--- config.mk ---
export PLATFORM = sky130hd
export DESIGN_NAME = dtpw_color_pack
export DESIGN_NICKNAME = d
export VERILOG_FILES = /design/src/hw/rtl/depth_test_pixel_write_defines.svh /design/src/hw/rtl/dtpw_pkg.sv /design/src/hw/rtl/dtpw_color_pack.sv
export SDC_FILE = /design/constraint.sdc
export NUM_CORES = 1
export LEC_CHECK = 0
export ABC_AREA = 0
export BUFFER_PORTS_ARGS = -buffer_cell sky130_fd_sc_hd__buf_4
export CORE_MARGIN = 4
export CORE_UTILIZATION = 25
export DETAILED_ROUTE_END_ITERATION = 10
export GPL_ROUTABILITY_DRIVEN = 0
export PLACE_DENSITY = 0.43
export SLEW_MARGIN = 0
export SYNTH_ARGS = -nofsm -noshare
export SYNTH_HDL_FRONTEND = slang
export SYNTH_SLANG_ARGS = --single-unit
--- constraint.sdc ---
create_clock -name vclk -period 13.5
set_input_delay 1.35 -clock vclk [all_inputs]
set_output_delay 1.35 -clock vclk [all_outputs]
set_load 0.02 [all_outputs]
--- src/hw/rtl/depth_test_pixel_write_defines.svh ---
// assertion macros for the depth test and pixel write block
`ifndef DEPTH_TEST_PIXEL_WRITE_DEFINES_SVH
`define DEPTH_TEST_PIXEL_WRITE_DEFINES_SVH

// same-cycle implication, checked outside reset
`define DTPW_ASSERT_NOW(label, ante, cons, msg) \
    label: assert property (@(posedge i_clk) disable iff (!i_rst_n) \
        (ante) |-> (cons)) else $error(msg);

// next-cycle implication, checked outside reset
`define DTPW_ASSERT_NEXT(label, ante, cons, msg) \
    label: assert property (@(posedge i_clk) disable iff (!i_rst_n) \
        (ante) |=> (cons)) else $error(msg);

`endif

--- src/hw/rtl/dtpw_pkg.sv ---
// shared constants and helpers for the depth test and pixel write block
package dtpw_pkg;

    // configuration register indexes
    localparam logic [1:0] CFG_FB_WIDTH     = 2'd0;
    localparam logic [1:0] CFG_FB_HEIGHT    = 2'd1;
    localparam logic [1:0] CFG_COLOR_FORMAT = 2'd2;
    localparam logic [1:0] CFG_DEPTH_MODE   = 2'd3;

    // color formats
    localparam logic [1:0] COLOR_LUMA   = 2'd0;
    localparam logic [1:0] COLOR_RGB565 = 2'd1;
    localparam logic [1:0] COLOR_ARGB   = 2'd2;

    // depth modes
    localparam logic [1:0] DEPTH_OFF = 2'd0;
    localparam logic [1:0] DEPTH_16  = 2'd1;
    localparam logic [1:0] DEPTH_24  = 2'd2;
    localparam logic [1:0] DEPTH_32  = 2'd3;

    // depth operations
    localparam logic [1:0] DOP_PLAIN    = 2'd0;
    localparam logic [1:0] DOP_TESTED   = 2'd1;
    localparam logic [1:0] DOP_UNTESTED = 2'd2;

    // luma weights and divide by 100 as multiply by 5243 then shift by 19
    localparam int          LUMA_SUM_W = 15;
    localparam logic [14:0] LUMA_WR    = 15'd30;
    localparam logic [14:0] LUMA_WG    = 15'd59;
    localparam logic [14:0] LUMA_WB    = 15'd11;
    localparam logic [12:0] LUMA_RECIP = 13'd5243;
    localparam int          LUMA_SHIFT = 19;

    localparam logic [31:0] DEPTH_FAR = 32'hffff_ffff;

    function automatic logic [LUMA_SUM_W-1:0] luma_sum(input logic [31:0] c);
        logic [14:0] r;
        logic [14:0] g;
        logic [14:0] b;
        r = {7'd0, c[23:16]};
        g = {7'd0, c[15:8]};
        b = {7'd0, c[7:0]};
        return r * LUMA_WR + g * LUMA_WG + b * LUMA_WB;
    endfunction

endpackage

--- src/hw/rtl/dtpw_color_pack.sv ---
// color packing into luma index, rgb565 or argb
module dtpw_color_pack
    import dtpw_pkg::*;
(
    input  logic [1:0]            i_format,
    input  logic [31:0]           i_color,
    input  logic [LUMA_SUM_W-1:0] i_luma_sum,
    output logic [31:0]           o_word
);

    logic [27:0] luma_prod;
    logic [7:0]  luma;

    assign luma_prod = 28'(i_luma_sum) * 28'(LUMA_RECIP);
    assign luma      = luma_prod[LUMA_SHIFT +: 8];

    always_comb begin
        unique case (i_format)
            COLOR_LUMA:   o_word = {24'd0, luma};
            COLOR_RGB565: o_word = {16'd0, i_color[23:19], i_color[15:10], i_color[7:3]};
            default:      o_word = i_color;
        endcase
    end

endmodule

==> results.md, run 1 <==
* Post-Synth Simple-Gate Area at 0.09753
* Port Buffers at 81
* Vias per cell at 4.235
* Setup CP Type: in -> out
* Critical path arrival at roughly 6 ns
* Compound-Gate Fraction of Synth Area at 0.1088
* Slew @ Worst Pin at 0.5678 ns
* Via count at roughly 3100
* Mapped Avg Cell Area at 8.855 µm²
* Final Hold Vio Count at 0
* Leading area contributor after synthesis: fa_1
* Top cells by area in the synthesized netlist: fa_1 (34%), ha_1 (31%), inv_1 (12%), nand2_1 (2.9%), and2_1 (2.5%)
* Pwr per Cell Area at 148.1 nW/µm²
* CP Capture Type: output port
* Critical Path Source Type: input pin
* Fin crit period at 7.374 ns
* Total track usage at 0.1154
* HP Start: i_color[1]
* Rel. slew slack at 0.6175
* WL final at 9.902 mm
* First-pass GRT wire length at 17.40 mm
* Switching share of power at 0.5702
* Hold path cells at 3
* Largest family of logic cells by synthesized area: adder cells
* Syn Inst Count at ~450
* Final cell count without fillers at 737
* Diodes inserted at 0
* Initial core utilization at 0.2594
* Synth Area in Adders at 0.6465
* Internal at between 0.3 and 0.4 mW
* Area growth, synth to finish at 21.13%
* Power share of the sequential group at 0
* Ys Warns at 0
* Fmax achieved at about 0.14 GHz
* Crit path cell chain: buf_4 > fa_1 > ha_1 > inv_1 > fa_1 > inv_1 > fa_1 > inv_1 > fa_1 > inv_1 > ha_1 > a21oi_1 > o22ai_1 > a221oi_2 > o21ai_2 > a221oi_2 > mux2i_1 > o221ai_1 > buf_4
* # nets final at 743
* Drt pass-1 iters at 4
* # rows at 45
* Seq_cells at 0
* RSZ-0062 raised after global routing: false
* Max Cap Violations at 0
* Clock buffer count at 0
* Final Setup Violations at 0
* Max VDD drop at 0.00006579 V
* Synth Cell Area at 4003 µm²
* Xor/xnor share of the synthesized area at 0.01657
* Placed insts at 737
* Setup_tns at 0 ns
* Die X-Extent at around 130 µm
* ANT nets after route at 0
* Register area at 0 µm²
* Psw at 0.4093 mW
* Comb pwr share at 1.000
* Dpl ws at ~6.0 ns
* GRT overflow at 0
* Path type of the worst min-delay path: in -> out
* Leakage at approximately 2.7 nW
* Crit-path max FO at 7
* Wire per inst at 13.44 µm
* Top-area cell type share of the netlist area at 0.3401
* Core region area at 15430 µm²
* Netlist cell types at 41
* Initial antenna violation count at 0
* Pins over their slew limit at 0
* Hold_buf cts at 0
* Die area at 18100 µm²
* Top cells by count, synth: inv_1 (127), ha_1 (98), fa_1 (68), nand2_1 (31), a21oi_1 (18)
* Most numerous cell in the Yosys netlist: inv_1
* DP Wirelength at 9.276 mm
* Critical path required time at 12.15 ns
* Die outline height at about 130 µm
* # resized after CTS at 0
* Setup slack after layout at around 6 ns
* Largest net degree at the start of global routing at 43
* Register area share after synthesis at 0
* WHS Endpoint: o_word[1]
* Max incr delay on CP at 0.54 ns
* Post-CTS Repair Setup Buffers at 0
* DRC at 0
* Run status: completed
* Share of cells above drive strength 1 at 0.1711
* Vias in the first global route at ~3500
* Final period utilization at 0.5462
* Util after Layout at 0.3143
* Slowest library cell on the worst path: fa_1
* Initial detailed-routing violation count at 77
* Mux share of post-synthesis cell area at 0.005002
* Clock network power share at 0
* IO Count at 81
* Net Count, Synth at roughly 670
-- power groups by stage --
stage | sequential (mW) | clock, mW | combinational, mW
finish | 0 | 0 | 0.718
global route | 0 | 0 | 0.843
CTS | 0 | 0 | 0.736
detailed placement | 0 | 0 | 0.729
global placement | 0 | 0 | 0.727
floorplan | 0 | 0 | 0.533
-- kinds of logic (layout without fill, tap and decap cells) --
family / count (synthesis) / in the layout
fa+ha+maj: 166 / 166
buf+inv: 134 / 208
simple gates: 78 / 78
compound gates: 66 / 66
xor+xnor: 6 / 6
mux: 2 / 2
-- layout make-up --
| class | count | area, µm² |
|---|---|---|
| multi-input cells | 318 | 3500 |
| repair buffers | 81 | 608.1 |
| fillers | 1682 | 10580 |
| inverters | 127 | 476.7 |
| well taps | 211 | 264.0 |
-- per-layer routing --
metal | wire, µm | up-vias | GRT usage
li1 | - | 1596 | -
met3 | 597 | 0 | 0.02012
met1 | 4777 | 1442 | 0.1620
met2 | 4528 | 83 | 0.1992
met4 | 0 | 0 | 0
met5 | 0 | - | 0
-- stage by stage --
step | instance area [µm²] | hold slack, ns | power [mW]
detailed placement | 4848 | 3.001 | 0.7285
floorplan | 4003 | 2.883 | 0.5333
global placement | 4848 | 3.007 | 0.7267
CTS | 4848 | 3.006 | 0.7355
global route | 4848 | 3.016 | 0.8434
finish | 4848 | 3.002 | 0.7179
-- layout by cell type (no fill, tap or decap), drive strengths merged --
cell type  synthesis  layout
nand2             31      31
a21boi             1       1
xnor3              1       1
xor2               3       3
mux2i              2       2
o21a               3       3
nor2b              3       3
and3               5       5
a211o              2       2
o2111ai            1       1
o211ai             4       4
nor2               6       6
o22ai              3       3
a311oi             1       1
nor4               2       2
or3                2       2
o21bai             1       1
buf                0      81
nand3              4       4
o21ai             18      18
nand4              3       3
xnor2              2       2
fa                68      68
a21oi             18      18
nand2b             1       1
a31oi              1       1
o221ai             3       3
or2                3       3
o31ai              1       1
a221oi             2       2
and2              16      16
inv              127     127
o211a              1       1
nor3               2       2
ha                98      98
a21o               4       4
o32a               1       1
a31o               1       1
-- worst max-delay path: cells and delay by family --
kind                     cells  cell delay, ns
adder cells (fa/ha/maj)      6            2.65
multiplexers                 1            0.22
AO/OA/AOI/OAI                6            1.27
buffers and inverters        6            0.54
-- worst max-delay path by stage --
| stage | start | end | depth (start not counted) | slack, ns |
|---|---|---|---|---|
| after detailed placement | i_luma_sum[9] | o_word[6] | 19 | 6.05 |
| final | i_luma_sum[9] | o_word[6] | 19 | 6.13 |
| after global placement | i_luma_sum[7] | o_word[2] | 17 | 6.12 |
| after CTS | i_luma_sum[9] | o_word[6] | 19 | 6.06 |
| after global routing | i_luma_sum[7] | o_word[2] | 17 | 5.80 |
| after floorplan | i_luma_sum[9] | o_word[6] | 17 | 6.55 |
No activity file was read; power rests on OpenSTA's default activity.
==> run 2, diff against run 1 <==
--- a/config.mk
+++ b/config.mk
@@ -11,7 +11,7 @@
 export CORE_UTILIZATION = 25
 export DETAILED_ROUTE_END_ITERATION = 10
 export GPL_ROUTABILITY_DRIVEN = 0
-export PLACE_DENSITY = 0.43
+export PLACE_DENSITY = 0.44
 export SLEW_MARGIN = 0
 export SYNTH_ARGS = -nofsm -noshare
 export SYNTH_HDL_FRONTEND = slang
==> constraint.sdc (replaced) <==
create_clock -name vclk -period 6.2
set_input_delay 0.62 -clock vclk [all_inputs]
set_output_delay 0.62 -clock vclk [all_outputs]
set_load 0.02 [all_outputs]
==> run 2 against run 1 <==
Design area rose by 0.49%. Clock-buffer cell count is the same. Hold slack worse by 1.5 ns. Total power increased by 120%.
==> results.md, run 2 (synthesized netlist as in run 1, its figures left out) <==
* Final Hold Vio Count at 0
* Max incr delay on CP at 0.55 ns
* Vias in the first global route at 3612
* GRT overflow at 0
* Clock network power share at 0
* Register area at 0 µm²
* Cell mode on critical path: fa_1
* Comb pwr share at 1.000
* Share of cells above drive strength 1 at 0.1749
* Clock buffer count at 0
* Critical path arrival at about 5.3 ns
* Commonest non-fill, non-tap cell in the layout: inv_1
* Setup_tns at 0 ns
* Slew @ Worst Pin at 0.5753 ns
* Worst-case hold slack at roughly 1.5 ns
* Crit path cell chain: buf_4 > fa_1 > ha_1 > inv_1 > fa_1 > fa_1 > fa_1 > inv_1 > ha_1 > a21o_1 > a31o_1 > a221oi_2 > o21ai_4 > a221oi_2 > mux2i_1 > o221ai_1 > buf_4
* Switching share of power at 0.5719
* Run status: completed
* Core region area at 15430 µm²
* Total track usage at 0.1137
* Leading cell types in the layout, fill and taps excluded: inv_1 (127), ha_1 (97), buf_4 (81), fa_1 (68), nand2_1 (31)
* IO Count at 81
* Port Buffers at 81
* Final cell count without fillers at 737
* Pwr per Cell Area at approximately 330 nW/µm²
* Die X-Extent at 134.5 µm
* RSZ-0062 raised after global routing: false
* Vias per cell at roughly 4.3
* Initial core utilization at 0.2594
* WHS Endpoint: o_word[16]
* Slowest library cell on the worst path: fa_1
* Drt pass-1 iters at 4
* DP Wirelength at 9.193 mm
* Final Setup Violations at 0
* Setup CP Type: in -> out
* Fmax achieved at 0.1685 GHz
* Seq_cells at 0
* Area growth, synth to finish at 21.73%
* Power share of the sequential group at 0
* Crit-path max FO at 7
* ANT nets after route at 0
* DRC at 0
* Critical path required time at 5.58 ns
* Psw at roughly 0.91 mW
* Max Cap Violations at 0
* Largest net degree at the start of global routing at 43
* Die outline height at 134.5 µm
* Initial detailed-routing violation count at 61
* Path type of the worst min-delay path: in -> out
* Hold_buf cts at 0
* Placed insts at 737
* Initial antenna violation count at 0
* Leakage at 2.711 nW
* Layout filler cell count at approximately 1700
* Internal at 0.6829 mW
* Pins over their slew limit at 0
* Final period utilization at 0.9574
* Via count at 3137
* First-pass GRT wire length at between 15 and 20 mm
* HP Start: i_color[16]
* # rows at 45
* Max VDD drop at 0.0001502 V
* # resized after CTS at 0
* Diodes inserted at 0
* Wire per inst at 13.34 µm
* Hold path cells at 3
* Critical Path Source Type: input pin
* # nets final at 743
* Die area at between 15000 and 20000 µm²
* Post-CTS Repair Setup Buffers at 0
* WL final at approximately 9.8 mm
* CP Capture Type: output port
* Rel. slew slack at 0.6124
* Fin crit period at slightly below 6 ns
[run 2: how the worst max path moves through the flow]
stage | end | startpoint | slack [ns]
6_report | o_word[6] | i_luma_sum[12] | 0.26
5_1_grt | o_word[6] | i_luma_sum[12] | 0.02
4_1_cts | o_word[6] | i_luma_sum[9] | 0.23
3_5_place_dp | o_word[6] | i_luma_sum[9] | 0.23
3_3_place_gp | o_word[6] | i_luma_sum[12] | 0.31
2_1_floorplan | o_word[6] | i_luma_sum[9] | 0.71
[run 2: stage by stage]
| stage | total power, mW | worst slack (ns) | instance area (µm²) | util |
|---|---|---|---|---|
| after global routing | 1.859 | 0.02427 | 4872 | 0.3158 |
| after detailed placement | 1.587 | 0.2315 | 4848 | 0.3143 |
| after global placement | 1.580 | 0.3079 | 4848 | 0.3143 |
| final | 1.595 | 0.2640 | 4872 | 0.3158 |
| after CTS | 1.604 | 0.2344 | 4848 | 0.3143 |
| after floorplan | 1.161 | 0.7099 | 4003 | - |
[run 2: critical path, delay by kind of cell]
kind	cells	cell delay [ns]
AOI/OAI and AO/OA	6	1.32
adders and majority gates	6	2.67
buffers and inverters	4	0.46
muxes	1	0.23
[run 2: layout make-up]
cell class,instances,area (µm²),share of cell area
Inverter,127,476.7,0.09784
Multi-Input combinational cell,318,3523,0.7232
Tap cell,211,264.0,0.05419
Timing Repair Buffer,81,608.1,0.1248
[run 2: per-layer routing]
metal / global-route usage / up-vias / share of wire
met5: 0 / - / 0
met4: 0 / 0 / 0
met3: 0.01118 / 0 / 0.049
met2: 0.2003 / 78 / 0.46
met1: 0.1616 / 1465 / 0.49
li1: - / 1594 / -
[run 2: power by group through the flow]
stage	Clock, mW	Combinational (mW)	Sequential [mW]
after floorplan	0	1.16	0
after global placement	0	1.58	0
after detailed placement	0	1.59	0
after CTS	0	1.60	0
after global routing	0	1.86	0
final	0	1.60	0
